===== config.mk =====
export PLATFORM = sky130hd
export DESIGN_NAME = paged_frame_allocator
export DESIGN_NICKNAME = d
export VERILOG_FILES = /design/src/rtl/paf_pkg.sv /design/src/rtl/paged_frame_allocator.sv /design/src/rtl/paf_ram.sv /design/src/rtl/paf_dp.sv /design/src/rtl/paf_ctrl.sv
export SDC_FILE = /design/constraint.sdc
export NUM_CORES = 2
export LEC_CHECK = 0
export BUFFER_PORTS_ARGS = -buffer_cell sky130_fd_sc_hd__buf_2
export CAP_MARGIN = 20
export CORE_ASPECT_RATIO = 0.8
export CORE_MARGIN = 1.5
export CORE_UTILIZATION = 50
export DETAILED_ROUTE_END_ITERATION = 6
export PLACE_DENSITY_LB_ADDON = 0.05
export RECOVER_POWER = 50
export SYNTH_ARGS = -nofsm -noshare
export SYNTH_HDL_FRONTEND = slang
export SYNTH_SLANG_ARGS = --single-unit
export TNS_END_PERCENT = 5

===== constraint.sdc =====
create_clock -name clk -period 9.1 [get_ports clk]
set_input_delay 0.455 -clock clk [delete_from_list [all_inputs] [get_ports clk]]
set_output_delay 0.455 -clock clk [all_outputs]
set_load 0.01 [all_outputs]

===== src/rtl/paf_pkg.sv =====
// ----------------------------------------------------------------------------
// paf_pkg
// Shared widths, codes and control structs of the paged frame allocator.
// ----------------------------------------------------------------------------
package paf_pkg;

	// default table sizes
	localparam int NUM_FRAMES_DEF   = 64;
	localparam int MAX_RESIDENT_DEF = 16;

	// fixed field widths
	localparam int KIND_W    = 2;
	localparam int PID_W     = 16;
	localparam int NEED_W    = 7;
	localparam int BYTES_W   = 32;
	localparam int STAT_W    = 2;
	localparam int CNT_OUT_W = 7;
	localparam int TOT_W     = 32;

	// request kinds
	localparam logic [KIND_W-1:0] KIND_ALLOC = 2'd0;
	localparam logic [KIND_W-1:0] KIND_FREE  = 2'd1;
	localparam logic [KIND_W-1:0] KIND_QUERY = 2'd2;

	// result status codes
	localparam logic [STAT_W-1:0] RES_DONE    = 2'd0;
	localparam logic [STAT_W-1:0] RES_NOFRAME = 2'd1;
	localparam logic [STAT_W-1:0] RES_FULL    = 2'd2;

	// datapath operations
	localparam int OP_W = 4;
	localparam logic [OP_W-1:0] OP_NOP   = 4'd0;
	localparam logic [OP_W-1:0] OP_LOAD  = 4'd1;
	localparam logic [OP_W-1:0] OP_CLEAR = 4'd2;
	localparam logic [OP_W-1:0] OP_ASTEP = 4'd3;
	localparam logic [OP_W-1:0] OP_REC   = 4'd4;
	localparam logic [OP_W-1:0] OP_RSTEP = 4'd5;
	localparam logic [OP_W-1:0] OP_FSTEP = 4'd6;
	localparam logic [OP_W-1:0] OP_TALLY = 4'd7;
	localparam logic [OP_W-1:0] OP_FIN   = 4'd8;

	// controller to datapath
	typedef struct packed {
		logic [OP_W-1:0]   op;
		logic [STAT_W-1:0] res;
	} paf_cmd_t;

	// datapath to controller
	typedef struct packed {
		logic [KIND_W-1:0] kind;
		logic              need_zero;
		logic              short_frames;
		logic              table_full;
		logic              res_empty;
		logic              alloc_last;
		logic              rscan_last;
		logic              fscan_last;
		logic              out_busy;
	} paf_stat_t;

endpackage


===== src/rtl/paged_frame_allocator.sv =====
// ----------------------------------------------------------------------------
// paged_frame_allocator
// Frame ownership table with first-fit allocate, free by pid and query.
// ----------------------------------------------------------------------------
// One request is processed at a time and gives exactly one result. The frame
// owner table and the resident table are RAMs walked one entry per cycle, so
// the request time is set by those scans: allocate walks the frames up to the
// last frame it takes (at most NUM_FRAMES); free walks the resident entries,
// skipped with an empty resident table, and then all NUM_FRAMES frames; query
// walks all NUM_FRAMES frames; a refused allocate or an unused kind walks no
// table. A new request
// may be accepted while the previous result still waits on the output; it
// completes only once that result has been taken. No clearing pass is needed
// after reset: frame valid bits and the resident count reset directly.
// ----------------------------------------------------------------------------
module paged_frame_allocator import paf_pkg::*; #(
	parameter int NUM_FRAMES   = NUM_FRAMES_DEF,
	parameter int MAX_RESIDENT = MAX_RESIDENT_DEF
) (
	input  logic                 clk,
	input  logic                 arst_n,
	input  logic                 in_valid,
	output logic                 in_ready,
	input  logic [KIND_W-1:0]    kind,
	input  logic [PID_W-1:0]     pid,
	input  logic [NEED_W-1:0]    pages_needed,
	input  logic [BYTES_W-1:0]   memory_bytes,
	output logic                 out_valid,
	input  logic                 out_ready,
	output logic [STAT_W-1:0]    status,
	output logic                 allocated,
	output logic [CNT_OUT_W-1:0] frames_changed,
	output logic [CNT_OUT_W-1:0] free_frames,
	output logic [TOT_W-1:0]     used_bytes,
	output logic [TOT_W-1:0]     pages_in_total,
	output logic [TOT_W-1:0]     pages_out_total
);

	paf_cmd_t  cmd;
	paf_stat_t stat;

	// sequencer
	paf_ctrl u_ctrl (
		.clk     (clk),
		.arst_n  (arst_n),
		.in_valid(in_valid),
		.in_ready(in_ready),
		.stat    (stat),
		.cmd     (cmd)
	);

	// tables, totals and result register
	paf_dp #(
		.NUM_FRAMES  (NUM_FRAMES),
		.MAX_RESIDENT(MAX_RESIDENT)
	) u_dp (
		.clk            (clk),
		.arst_n         (arst_n),
		.kind           (kind),
		.pid            (pid),
		.pages_needed   (pages_needed),
		.memory_bytes   (memory_bytes),
		.out_ready      (out_ready),
		.cmd            (cmd),
		.stat           (stat),
		.out_valid      (out_valid),
		.status         (status),
		.allocated      (allocated),
		.frames_changed (frames_changed),
		.free_frames    (free_frames),
		.used_bytes     (used_bytes),
		.pages_in_total (pages_in_total),
		.pages_out_total(pages_out_total)
	);

endmodule


===== src/rtl/paf_ram.sv =====
// ----------------------------------------------------------------------------
// paf_ram
// Generic single-write, single-read RAM with registered read data.
// ----------------------------------------------------------------------------
module paf_ram #(
	parameter int WIDTH = 8,
	parameter int DEPTH = 16
) (
	input  logic                                    clk,
	input  logic                                    we,
	input  logic [((DEPTH > 1) ? $clog2(DEPTH) : 1)-1:0] waddr,
	input  logic [WIDTH-1:0]                        wdata,
	input  logic [((DEPTH > 1) ? $clog2(DEPTH) : 1)-1:0] raddr,
	output logic [WIDTH-1:0]                        rdata
);

	logic [WIDTH-1:0] mem_q [DEPTH];

	// write port and registered read port
	always_ff @(posedge clk) begin
		if (we) begin
			mem_q[waddr] <= wdata;
		end
		rdata <= mem_q[raddr];
	end

endmodule


===== src/rtl/paf_dp.sv =====
// ----------------------------------------------------------------------------
// paf_dp
// Datapath: frame and resident tables, scan pipelines, totals, output register.
// ----------------------------------------------------------------------------
module paf_dp import paf_pkg::*; #(
	parameter int NUM_FRAMES   = NUM_FRAMES_DEF,
	parameter int MAX_RESIDENT = MAX_RESIDENT_DEF
) (
	input  logic                 clk,
	input  logic                 arst_n,
	input  logic [KIND_W-1:0]    kind,
	input  logic [PID_W-1:0]     pid,
	input  logic [NEED_W-1:0]    pages_needed,
	input  logic [BYTES_W-1:0]   memory_bytes,
	input  logic                 out_ready,
	input  paf_cmd_t             cmd,
	output paf_stat_t            stat,
	output logic                 out_valid,
	output logic [STAT_W-1:0]    status,
	output logic                 allocated,
	output logic [CNT_OUT_W-1:0] frames_changed,
	output logic [CNT_OUT_W-1:0] free_frames,
	output logic [TOT_W-1:0]     used_bytes,
	output logic [TOT_W-1:0]     pages_in_total,
	output logic [TOT_W-1:0]     pages_out_total
);

	localparam int FIDX_W = (NUM_FRAMES > 1) ? $clog2(NUM_FRAMES) : 1;
	localparam int CNT_W  = $clog2(NUM_FRAMES + 1);
	localparam int RIDX_W = (MAX_RESIDENT > 1) ? $clog2(MAX_RESIDENT) : 1;
	localparam int RCNT_W = $clog2(MAX_RESIDENT + 1);
	localparam int CMP_W  = ((CNT_W > NEED_W) ? CNT_W : NEED_W) + 1;
	localparam int RES_W  = PID_W + BYTES_W;

	// latched request
	logic [KIND_W-1:0]  kind_q;
	logic [PID_W-1:0]   pid_q;
	logic [NEED_W-1:0]  need_q;
	logic [BYTES_W-1:0] bytes_q;

	// table state and totals
	logic [NUM_FRAMES-1:0] used_q;
	logic [CNT_W-1:0]      free_cnt_q;
	logic [RCNT_W-1:0]     res_cnt_q;
	logic [TOT_W-1:0]      used_total_q;
	logic [TOT_W-1:0]      pin_q;
	logic [TOT_W-1:0]      pout_q;

	// per-request work registers
	logic [CNT_W-1:0]  changed_q;
	logic              held_q;
	logic              found_q;
	logic [CNT_W-1:0]  fidx_q;
	logic [RCNT_W-1:0] ridx_q;
	logic [RCNT_W-1:0] w_q;
	logic              fv_s1;
	logic [FIDX_W-1:0] fidx_s1;
	logic              rv_s1;
	logic [RIDX_W-1:0] ridx_s1;

	// output register
	logic                 out_valid_q;
	logic [STAT_W-1:0]    status_q;
	logic                 allocated_q;
	logic [CNT_OUT_W-1:0] changed_out_q;
	logic [CNT_OUT_W-1:0] free_out_q;
	logic [TOT_W-1:0]     used_out_q;
	logic [TOT_W-1:0]     pin_out_q;
	logic [TOT_W-1:0]     pout_out_q;

	logic [FIDX_W-1:0]  fidx;
	logic [RIDX_W-1:0]  ridx;
	logic               f_issue;
	logic               r_issue;
	logic [PID_W-1:0]   owner_rd;
	logic [RES_W-1:0]   res_rd;
	logic [PID_W-1:0]   res_pid_rd;
	logic [BYTES_W-1:0] res_bytes_rd;
	logic               r_match;
	logic               f_hit;
	logic               a_take;
	logic               owner_we;
	logic               res_we;
	logic [RIDX_W-1:0]  res_waddr;
	logic [RES_W-1:0]   res_wdata;

	// scan addressing and compares
	assign fidx         = fidx_q[FIDX_W-1:0];
	assign ridx         = ridx_q[RIDX_W-1:0];
	assign f_issue      = (cmd.op == OP_FSTEP) && (fidx_q < CNT_W'(NUM_FRAMES));
	assign r_issue      = (cmd.op == OP_RSTEP) && (ridx_q < res_cnt_q);
	assign res_pid_rd   = res_rd[RES_W-1:BYTES_W];
	assign res_bytes_rd = res_rd[BYTES_W-1:0];
	assign r_match      = (res_pid_rd == pid_q);
	assign f_hit        = fv_s1 && used_q[fidx_s1] && (owner_rd == pid_q);
	assign a_take       = !used_q[fidx];

	// memory write control
	assign owner_we  = (cmd.op == OP_ASTEP) && a_take;
	assign res_we    = (cmd.op == OP_REC) || ((cmd.op == OP_RSTEP) && rv_s1 && !r_match);
	assign res_waddr = (cmd.op == OP_REC) ? res_cnt_q[RIDX_W-1:0] : w_q[RIDX_W-1:0];
	assign res_wdata = (cmd.op == OP_REC) ? {pid_q, bytes_q} : res_rd;

	// frame owner table
	paf_ram #(
		.WIDTH(PID_W),
		.DEPTH(NUM_FRAMES)
	) u_owner_ram (
		.clk  (clk),
		.we   (owner_we),
		.waddr(fidx),
		.wdata(pid_q),
		.raddr(fidx),
		.rdata(owner_rd)
	);

	// resident table, pid above byte size
	paf_ram #(
		.WIDTH(RES_W),
		.DEPTH(MAX_RESIDENT)
	) u_res_ram (
		.clk  (clk),
		.we   (res_we),
		.waddr(res_waddr),
		.wdata(res_wdata),
		.raddr(ridx),
		.rdata(res_rd)
	);

	// status toward the controller
	always_comb begin
		stat.kind         = kind_q;
		stat.need_zero    = (need_q == '0);
		stat.short_frames = CMP_W'(free_cnt_q) < CMP_W'(need_q);
		stat.table_full   = (res_cnt_q == RCNT_W'(MAX_RESIDENT));
		stat.res_empty    = (res_cnt_q == '0);
		stat.alloc_last   = a_take && (CMP_W'(changed_q) + CMP_W'(1) == CMP_W'(need_q));
		stat.rscan_last   = rv_s1 && (RCNT_W'(ridx_s1) + RCNT_W'(1) == res_cnt_q);
		stat.fscan_last   = fv_s1 && (fidx_s1 == FIDX_W'(NUM_FRAMES - 1));
		stat.out_busy     = out_valid_q && !out_ready;
	end

	// request latch, scan stage indexes and output payload
	always_ff @(posedge clk) begin
		if (cmd.op == OP_LOAD) begin
			kind_q  <= kind;
			pid_q   <= pid;
			need_q  <= pages_needed;
			bytes_q <= memory_bytes;
		end
		fidx_s1 <= fidx;
		ridx_s1 <= ridx;
		if (cmd.op == OP_FIN) begin
			status_q      <= cmd.res;
			allocated_q   <= held_q;
			changed_out_q <= CNT_OUT_W'(changed_q);
			free_out_q    <= CNT_OUT_W'(free_cnt_q);
			used_out_q    <= used_total_q;
			pin_out_q     <= pin_q;
			pout_out_q    <= pout_q;
		end
	end

	// table state, totals and scan control
	always_ff @(posedge clk or negedge arst_n) begin
		if (!arst_n) begin
			used_q       <= '0;
			free_cnt_q   <= CNT_W'(NUM_FRAMES);
			res_cnt_q    <= '0;
			used_total_q <= '0;
			pin_q        <= '0;
			pout_q       <= '0;
			changed_q    <= '0;
			held_q       <= 1'b0;
			found_q      <= 1'b0;
			fidx_q       <= '0;
			ridx_q       <= '0;
			w_q          <= '0;
			fv_s1        <= 1'b0;
			rv_s1        <= 1'b0;
			out_valid_q  <= 1'b0;
		end else begin
			fv_s1 <= f_issue;
			rv_s1 <= r_issue;
			if (f_issue) begin
				fidx_q <= fidx_q + CNT_W'(1);
			end
			if (r_issue) begin
				ridx_q <= ridx_q + RCNT_W'(1);
			end
			unique case (cmd.op)
				OP_CLEAR: begin
					fidx_q    <= '0;
					ridx_q    <= '0;
					w_q       <= '0;
					changed_q <= '0;
					held_q    <= 1'b0;
					found_q   <= 1'b0;
				end
				OP_ASTEP: begin
					// take the frame if free, lowest index first
					if (a_take) begin
						used_q[fidx] <= 1'b1;
						changed_q    <= changed_q + CNT_W'(1);
						free_cnt_q   <= free_cnt_q - CNT_W'(1);
					end
					fidx_q <= fidx_q + CNT_W'(1);
				end
				OP_REC: begin
					res_cnt_q    <= res_cnt_q + RCNT_W'(1);
					used_total_q <= used_total_q + bytes_q;
					pin_q        <= pin_q + TOT_W'(changed_q);
				end
				OP_RSTEP: begin
					// compact the resident table, charge back the oldest match
					if (rv_s1) begin
						if (r_match) begin
							if (!found_q) begin
								used_total_q <= used_total_q - res_bytes_rd;
								found_q      <= 1'b1;
							end
						end else begin
							w_q <= w_q + RCNT_W'(1);
						end
						if (stat.rscan_last) begin
							res_cnt_q <= r_match ? w_q : w_q + RCNT_W'(1);
						end
					end
				end
				OP_FSTEP: begin
					// release or detect frames owned by the pid
					if (f_hit) begin
						if (kind_q == KIND_FREE) begin
							used_q[fidx_s1] <= 1'b0;
							changed_q       <= changed_q + CNT_W'(1);
							free_cnt_q      <= free_cnt_q + CNT_W'(1);
						end else begin
							held_q <= 1'b1;
						end
					end
				end
				OP_TALLY: begin
					pout_q <= pout_q + TOT_W'(changed_q);
				end
				default: begin
				end
			endcase
			if (cmd.op == OP_FIN) begin
				out_valid_q <= 1'b1;
			end else if (out_ready) begin
				out_valid_q <= 1'b0;
			end
		end
	end

	assign out_valid       = out_valid_q;
	assign status          = status_q;
	assign allocated       = allocated_q;
	assign frames_changed  = changed_out_q;
	assign free_frames     = free_out_q;
	assign used_bytes      = used_out_q;
	assign pages_in_total  = pin_out_q;
	assign pages_out_total = pout_out_q;

`ifndef SYNTHESIS
	// free count tracks the frame valid bits
	a_free_cnt: assert property (@(posedge clk) disable iff (!arst_n)
		int'(free_cnt_q) + $countones(used_q) == NUM_FRAMES)
		else $error("free frame count out of step with frame table");

	// resident count stays within the table
	a_res_bound: assert property (@(posedge clk) disable iff (!arst_n)
		res_cnt_q <= RCNT_W'(MAX_RESIDENT))
		else $error("resident count beyond table size");

	// a record is appended only into a free slot
	a_rec_room: assert property (@(posedge clk) disable iff (!arst_n)
		(cmd.op == OP_REC) |-> (res_cnt_q < RCNT_W'(MAX_RESIDENT)))
		else $error("resident append into a full table");

	// a result is never loaded over one still waiting
	a_no_overrun: assert property (@(posedge clk) disable iff (!arst_n)
		(cmd.op == OP_FIN) |-> !(out_valid_q && !out_ready))
		else $error("result register overwritten");
`endif

endmodule


===== src/rtl/paf_ctrl.sv =====
// ----------------------------------------------------------------------------
// paf_ctrl
// Request sequencer: decides the outcome and steps the datapath scans.
// ----------------------------------------------------------------------------
module paf_ctrl import paf_pkg::*; (
	input  logic      clk,
	input  logic      arst_n,
	input  logic      in_valid,
	output logic      in_ready,
	input  paf_stat_t stat,
	output paf_cmd_t  cmd
);

	localparam logic [2:0] S_IDLE   = 3'd0;
	localparam logic [2:0] S_DECIDE = 3'd1;
	localparam logic [2:0] S_ALLOC  = 3'd2;
	localparam logic [2:0] S_REC    = 3'd3;
	localparam logic [2:0] S_RSCAN  = 3'd4;
	localparam logic [2:0] S_FSCAN  = 3'd5;
	localparam logic [2:0] S_TALLY  = 3'd6;
	localparam logic [2:0] S_FIN    = 3'd7;

	logic [2:0]        state_q;
	logic [2:0]        state_nxt;
	logic [STAT_W-1:0] res_q;
	logic [STAT_W-1:0] res_nxt;

	// next state and datapath command
	always_comb begin
		state_nxt = state_q;
		res_nxt   = res_q;
		cmd.op    = OP_NOP;
		cmd.res   = res_q;
		in_ready  = (state_q == S_IDLE);
		unique case (state_q)
			S_IDLE: begin
				if (in_valid) begin
					cmd.op    = OP_LOAD;
					state_nxt = S_DECIDE;
				end
			end
			S_DECIDE: begin
				cmd.op  = OP_CLEAR;
				res_nxt = RES_DONE;
				unique case (stat.kind)
					KIND_ALLOC: begin
						priority if (stat.short_frames) begin
							res_nxt   = RES_NOFRAME;
							state_nxt = S_FIN;
						end else if (stat.table_full) begin
							res_nxt   = RES_FULL;
							state_nxt = S_FIN;
						end else if (stat.need_zero) begin
							state_nxt = S_REC;
						end else begin
							state_nxt = S_ALLOC;
						end
					end
					KIND_FREE: begin
						state_nxt = stat.res_empty ? S_FSCAN : S_RSCAN;
					end
					KIND_QUERY: begin
						state_nxt = S_FSCAN;
					end
					default: begin
						state_nxt = S_FIN;
					end
				endcase
			end
			S_ALLOC: begin
				cmd.op = OP_ASTEP;
				if (stat.alloc_last) begin
					state_nxt = S_REC;
				end
			end
			S_REC: begin
				cmd.op    = OP_REC;
				state_nxt = S_FIN;
			end
			S_RSCAN: begin
				cmd.op = OP_RSTEP;
				if (stat.rscan_last) begin
					state_nxt = S_FSCAN;
				end
			end
			S_FSCAN: begin
				cmd.op = OP_FSTEP;
				if (stat.fscan_last) begin
					state_nxt = (stat.kind == KIND_FREE) ? S_TALLY : S_FIN;
				end
			end
			S_TALLY: begin
				cmd.op    = OP_TALLY;
				state_nxt = S_FIN;
			end
			S_FIN: begin
				if (!stat.out_busy) begin
					cmd.op    = OP_FIN;
					state_nxt = S_IDLE;
				end
			end
			default: begin
				state_nxt = S_IDLE;
			end
		endcase
	end

	// state register
	always_ff @(posedge clk or negedge arst_n) begin
		if (!arst_n) begin
			state_q <= S_IDLE;
			res_q   <= RES_DONE;
		end else begin
			state_q <= state_nxt;
			res_q   <= res_nxt;
		end
	end

`ifndef SYNTHESIS
	// an accepted item always moves on to the decision step
	a_accept_decide: assert property (@(posedge clk) disable iff (!arst_n)
		(in_valid && in_ready) |=> (state_q == S_DECIDE))
		else $error("accepted item not decided");

	// allocations short of frames skip every scan and report the shortage
	a_fail_fin: assert property (@(posedge clk) disable iff (!arst_n)
		(state_q == S_DECIDE && stat.kind == KIND_ALLOC && stat.short_frames)
		|=> (state_q == S_FIN && res_q == RES_NOFRAME))
		else $error("frame shortage not reported");

	// a waiting result holds the sequencer in its final step
	a_fin_hold: assert property (@(posedge clk) disable iff (!arst_n)
		(state_q == S_FIN && stat.out_busy) |=> (state_q == S_FIN))
		else $error("sequencer left final step while result pending");
`endif

endmodule


Yosys cells after proc, flatten, opt, wreduce, memory -nomap -nowiden:

Memories as Yosys holds them, arrays and structs flattened. A register that Yosys moved wholly into a read port is not among the register bits.
Index checks and enable logic that the tools add are counted.

* register bits: 386
* RAM bits: 1792
* input port bits: 61
* output and inout bits: 115
* memories kept: 2

* add/sub/neg operators: 13
* magnitude comparators: 7
* equal/unequal tests: 36
* muxes and demuxes: 66
* bitwise gates (word level): 3
* reductions and logical operators: 38

Memories
* u_dp.u_owner_ram.mem_q: words 64, width 16, read ports 1, clocked after memory_dff 1, write ports 1, RTL line paf_ram.sv:17 `logic [WIDTH-1:0] mem_q [DEPTH];`
* u_dp.u_res_ram.mem_q: words 16, width 48, read ports 1, clocked after memory_dff 1, write ports 1, RTL line paf_ram.sv:17

Operators by type and width (count)
* 2-to-1 mux 64 bit: 3
* case mux 64 bit (2 select lines): 1
* 2-to-1 mux 32 bit: 3
* adder 32 x 7 -> 32 bit: 2
* bitwise AND 64 bit: 1
* NOT 64 bit: 1
* OR 64 bit: 1
* case mux 32 bit (2 select lines): 1
* 2-to-1 mux 7 bit: 7
* 2-to-1 mux 48 bit: 1
* adder 32 bit: 1
* == test 16 bit: 2
* case mux 4 bit (8 select lines): 1
* subtractor 32 bit: 1
* 2-to-1 mux 5 bit: 6
* case mux 7 bit (2 select lines): 2
* adder 7 x 1 -> 7 bit, second input constant: 3
* 2-to-1 mux 3 bit: 7
* case mux 3 bit (7 select lines): 1
* case mux 7 bit (3 select lines): 1
* != test 2 bit, second input constant: 10
* case mux 5 bit (2 select lines): 2
* 2-to-1 mux 1 bit: 18
* == test 4 x 3 -> 1 bit, second input constant: 4
* 42 further kinds: 83

Longest topological paths before layout:

* depth after elaboration: 10
* mapped depth: 20

Modules after synthesis:

From an unflattened synthesis, not the netlist that was laid out.

* cells, all modules: 4975
* area, all modules: 89874.9 um^2

By module, submodules not included
* paf_ram (u_dp.u_owner_ram): times used 1, cells an instance 1829, area an instance 40042.2 um^2, seq. area each 31069.8 um^2
* paf_ram (u_dp.u_res_ram): times used 1, cells an instance 1242, area an instance 29694.7 um^2, seq. area each 24023.0 um^2
* paf_dp: times used 1, cells an instance 1855, area an instance 19725.2 um^2, seq. area each 10336.2 um^2
* paf_ctrl: times used 1, cells an instance 49, area an instance 412.9 um^2, seq. area each 125.1 um^2

Worst setup path before layout:

Ideal clock, no wire load.

* path type: reg-to-reg
* start point: reg u_ctrl.state_q[1]
* end point: reg u_dp.allocated_q (netlist: u_dp.allocated), enable pin
* setup time: 0.589 ns
* arrival: 5.744 ns
* required time: 8.511 ns
* slack: 2.767 ns
* stages on the path, launching flop included: 5
* path buffers: 2
* clock period less this slack: 6.333 ns
* cells stage by stage: dfrtp_1 clkbuf_1 clkbuf_1 nand3_1 nor2_1

* word-level cells in the longest chain between the ends: 3
* elaborated cells between the ends (all ways): 10

Ends and longest elaborated chain
* start, declared: RTL line paf_ctrl.sv:23 `logic [2:0] state_q;`
* start signal, assigned: RTL line paf_ctrl.sv:114 `state_q <= state_nxt;`
* == test 3 bit (tied with other cells): RTL line paf_ctrl.sv:35 `unique case (state_q)`
* case mux 4 bit (8 select lines) (*): RTL line paf_ctrl.sv:35
* == test 4 bit (*): RTL line paf_dp.sv:153 `if (cmd.op == OP_FIN) begin`
* end signal, assigned: RTL line paf_dp.sv:155 `allocated_q <= held_q;`
* end, declared: RTL line paf_dp.sv:64 `logic allocated_q;`

Mark *: on every way between the ends. The rest lies on a longest branch, timed or not.
A chain may end at the register's enable or synchronous reset.

Worst setup path in the final report:

* start point: reg u_dp.pid_q[1]
* end point: mem u_dp.u_res_ram.mem_q[6][23] (netlist name), enable pin

* word-level cells in the longest chain between the ends: 6

Ends and longest elaborated chain
* start, declared: RTL line paf_dp.sv:37 `logic [PID_W-1:0] pid_q;`
* start signal, assigned: RTL line paf_dp.sv:147 `pid_q <= pid;`
* == test 16 bit: RTL line paf_dp.sv:94 `assign r_match = (res_pid_rd == pid_q);`
* zero test 1 bit: RTL line paf_dp.sv:100 `assign res_we = (cmd.op == OP_REC) || ((cmd.op == OP_RSTEP) && rv_s1 && !r_match);`
* logical AND 1 bit: RTL line paf_dp.sv:100
* logical OR 1 bit: RTL line paf_dp.sv:100
* 2-to-1 mux 1 bit: RTL line paf_ram.sv:21 `if (we) begin`
* 2-to-1 mux 1 bit (implied by the code): RTL line paf_ram.sv:22 `mem_q[waddr] <= wdata;`
* end, declared: RTL line paf_ram.sv:17

No other way between the ends.

==> results.md <==
* Status: finished with violations
* Failing checks: design-rule violations, max-capacitance violations, max-slew violations
* Initial antenna violation count at 12
* Layout Nets at 5,543
* Mean post-synth cell area at roughly 17 um2
* # setup viols final at 0
* Pin count of the biggest net entering global routing at between 100 and 150
* Routed wl met3 at 26,200 um
* FF-to-FF path depth at 10
* CTS max path bufs at 3
* DR vias at 49,700
* Cts repair resizes at 0
* Post-synthesis compound-gate area fraction at 8.48%
* Top post-synthesis cells by area: edfxtp_1, mux4_2, dfrtp_1
* Post-Syn Area at 86,900 um2
* Final Skew at 0.0347 ns
* Pwr/cell area at 302 nW/um2
* Syn nets at 5,182
* DRC at 8
* Worst Hold Depth at 5
* Congestion Overflow GR at 0
* Total GRT Usage at around 28%
* Synth top area share at ~68%
* Port bufs at 175
* Detail Route Antenna Nets at 0
* LEAKAGE at 32.6 nW
* Post-synth top area cell: edfxtp_1
* Starting Density at 50.5%
* Worst IR drop on VDD at 0.294 mV
* Post-Route WL at approximately 250,000 um
* Period utilisation layout at 77.6%
* Met1 Wirelength at ~110,000 um
* Worst Setup End Kind: flip-flop
* Startpoint types: flip-flop
* FF+latch count, synth at between 2,000 and 2,500
* Worst r2r src: u_dp.pid_q[1]$_DFFE_PN_
* Slew headroom at -197%
* Mux contribution to synthesized area at 7.18%
* Max_cap viols at 36
* Fillers at 13,300
* Core ar. at 172,000 um2
* CTS tree: done
* Hold Path Sink: u_ctrl.state_q[0]$_DFFE_PN0P_
* Worst hold path startpoint: in_valid
* Yosys warning total at 0
* Layout area overhead at 13.6%
* Main combinational cell family by area after synthesis: compound AO/OA/AOI/OAI gates
* CP required at 9.56 ns
* R2R Setup Slk at 2.04 ns
* First-pass DRT Iterations at 7
* I/O Pins at 176
* Hpwl dp at 148,000 um
* CTS sink cnt at 2,242
* Layout cells sized above 1 at 15.2%
* Post-CTS setup buffer count at 0
* Inserted Clock Buffers at 214
* Distinct cells, synth at 79
* Peak Freq at 0.142 GHz
* Vias in the first global route at 47,600
* Main flop type after synthesis: edfxtp_1
* Fin. Hold Viols at 0
* Gp weighted congestion at 0.960
* Post-synth ARST share at 9.19%
* FP Rows at 136
* Die W at ~470 um
* Worst EP arrival at 7.52 ns
* Total die area at 176,000 um2
* Die height at 376 um
* Slew Limit Fails at between 1,000 and 1,500
* WL met2 at 104,000 um
* H-Tree Level Count at 4
* Post-Synth XOR/XNOR Area at 1.72%
* FF-to-FF End: u_dp.u_res_ram.mem_q[6][23]$_DFFE_PP_
* Crit Path Category: reg -> reg
* TNS Setup at 0 ns
* Final WS setup at 2.04 ns
* RSZ-0062 raised after global routing: no
* First-pass GRT wire length at 357,000 um
* Post-Synth Adder-Cell Area at roughly 1.1%
* Crit path max fanout at 39
* First DRT Iteration DRCs at between 6,000 and 7,000
* Post-DR vias/cell at 6.32
* CTS root buf: clkbuf_16
* Synth Area in Simple Gates at 4.65%
* Cells after Synth at 5,045
* Setup crit start: u_dp.pid_q[1]$_DFFE_PN_
* Register area share after synthesis at 75.4%
* Clock Latency Late Sink at 0.85 ns
* Post-DR wirelength/cell at 31.6 um
* CTS clock-pin slew for the worst setup and hold paths at 0.06 ns
* Hold crit path type: in -> reg
* Worst-Margin Slew at 4.45 ns
* Pre-CTS WS at 3.90 ns
* Minimum clock period at 7.06 ns
* Post-synth EDFFs at 1,962
* DR top layer: met4
==> synth_stat cells (88+ instances only) <==
library cell,count
edfxtp_1,1962
a22oi_1,326
nand2_1,318
mux4_2,252
o21ai_0,215
nor2_1,206
dfrtp_1,205
clkbuf_1,183
a21oi_1,118
a221oi_1,104
xnor2_1,94
a31oi_1,88
==> cell usage in the layout, fill, tap and decap left out, types with 17 or more instances in the layout <==
master,count
edfxtp_1,1962
a22oi_1,326
nand2_1,317
mux4_2,252
clkbuf_1,228
clkbuf_16,221
o21ai_0,216
dfrtp_1,203
nor2_1,166
buf_4,122
a21oi_1,118
a221oi_1,104
xnor2_1,94
a31oi_1,88
a22o_1,85
xor2_1,77
nand4_1,75
dfxtp_1,74
ha_1,72
nand3_1,67
dlygate4sd3_1,59
inv_1,52
clkinv_1,42
buf_2,41
clkinv_2,36
mux2_2,29
and3_1,28
nor2_2,26
a21o_1,25
nor3_1,24
mux2i_1,23
bufinv_16,22
nand2b_1,21
nor2b_1,18
nor2_4,18
clkbuf_8,18
nor4_1,17
==> logic make-up (layout without fill, tap and decap cells) <==
group | count (synthesis) | after routing
other | 0 | 1
buffers and inverters | 324 | 875
XOR/XNOR | 171 | 171
AND/OR/NAND/NOR | 859 | 859
multiplexers | 305 | 305
AO/OA/AOI/OAI | 1068 | 1068
flip-flops | 2242 | 2242
adder cells (fa/ha/maj) | 76 | 76
==> area by class of cell <==
| class | count | area, um2 | share of cell area (%) |
|---|---|---|---|
| diodes | 1 | 2.50 | 0.00253 |
| clock buffers | 290 | 5950 | 6.02 |
| clock inverters | 116 | 1170 | 1.18 |
| inverters | 54 | 203 | 0.205 |
| multi-input cells | 2479 | 20400 | 20.6 |
| flip-flops and latches | 2242 | 65600 | 66.4 |
| well taps | 2277 | 2850 | 2.88 |
| repair buffers | 415 | 2680 | 2.71 |
==> state kept, by name (all words and copies together) (netlist names), 7 cells and up <==
signal                  cells
u_dp.u_owner_ram.rdata     16
u_dp.free_cnt_q             7
u_dp.u_res_ram.rdata       48
u_dp.changed_q              7
u_dp.pout_q                32
u_dp.used_total_q          32
u_dp.bytes_q               32
u_dp.used_bytes            32
u_dp.free_frames            7
u_dp.pages_out_total       32
u_dp.pages_in_total        32
u_dp.u_res_ram.mem_q      768
u_dp.pid_q                 16
u_dp.need_q                 7
u_dp.u_owner_ram.mem_q   1024
u_dp.fidx_q                 7
u_dp.used_q                64
u_dp.pin_q                 32
u_dp.frames_changed         7
==> metal layers <==
metal | track usage, % | vias up
li1 | - | 21000
met1 | 45.5 | 26100
met2 | 38.5 | 2362
met3 | 7.14 | 257
met4 | 5.21 | 0
met5 | 0 | -
==> repair_timing <==
| action | CTS | global route |
|---|---|---|
| hold buffers | 59 | 0 |
| setup endpoints to repair | 0 | 0 |
| endpoints found under the hold margin | 152 | 0 |
==> critical path, cell delays in order (launching register included) <==
cell and delay (ns):
edfxtp_1 0.32, clkbuf_1 1.83, clkbuf_1 1.40, xor2_1 0.20, nor4_1 0.08, nand4_1 0.63
nand3_1 0.19, o22ai_1 0.21, nand2_1 0.27, nor2_4 0.82, buf_4 0.59
==> worst max path at each step <==
stage | end | slack [ns]
finish | u_dp.u_res_ram.mem_q[6][23]$_DFFE_PP_ | 2.04
global route | u_dp.u_res_ram.mem_q[13][25]$_DFFE_PP_ | 1.77
CTS | u_dp.u_owner_ram.mem_q[30][10]$_DFFE_PP_ | 3.87
detailed placement | u_dp.u_owner_ram.mem_q[30][9]$_DFFE_PP_ | 3.90
global placement | u_dp.u_owner_ram.mem_q[4][14]$_DFFE_PP_ | 4.02
floorplan | u_dp.allocated$_DFFE_PP_ | 2.77
==> power breakdown <==
group	internal (W)	switching [W]
logic	0.00252	0.00493
registers	0.0127	0.000631
clock network	0.00519	0.00386
==> through the flow <==
step                      cell area [um2]  power, W  hold WS, ns  std cells  utilization [%]
after detailed placement            91300    0.0208        0.440       7397             53.0
after global routing                98800    0.0310        0.196       7873             57.4
after CTS                           99000    0.0298        0.120       7862             57.5
final                               98800    0.0298        0.179       7874             57.4
after global placement              91200    0.0208        0.438       7391             53.0
after floorplan                     86900    0.0178        0.159       5045                -
Power figures use the tool's default switching activity.
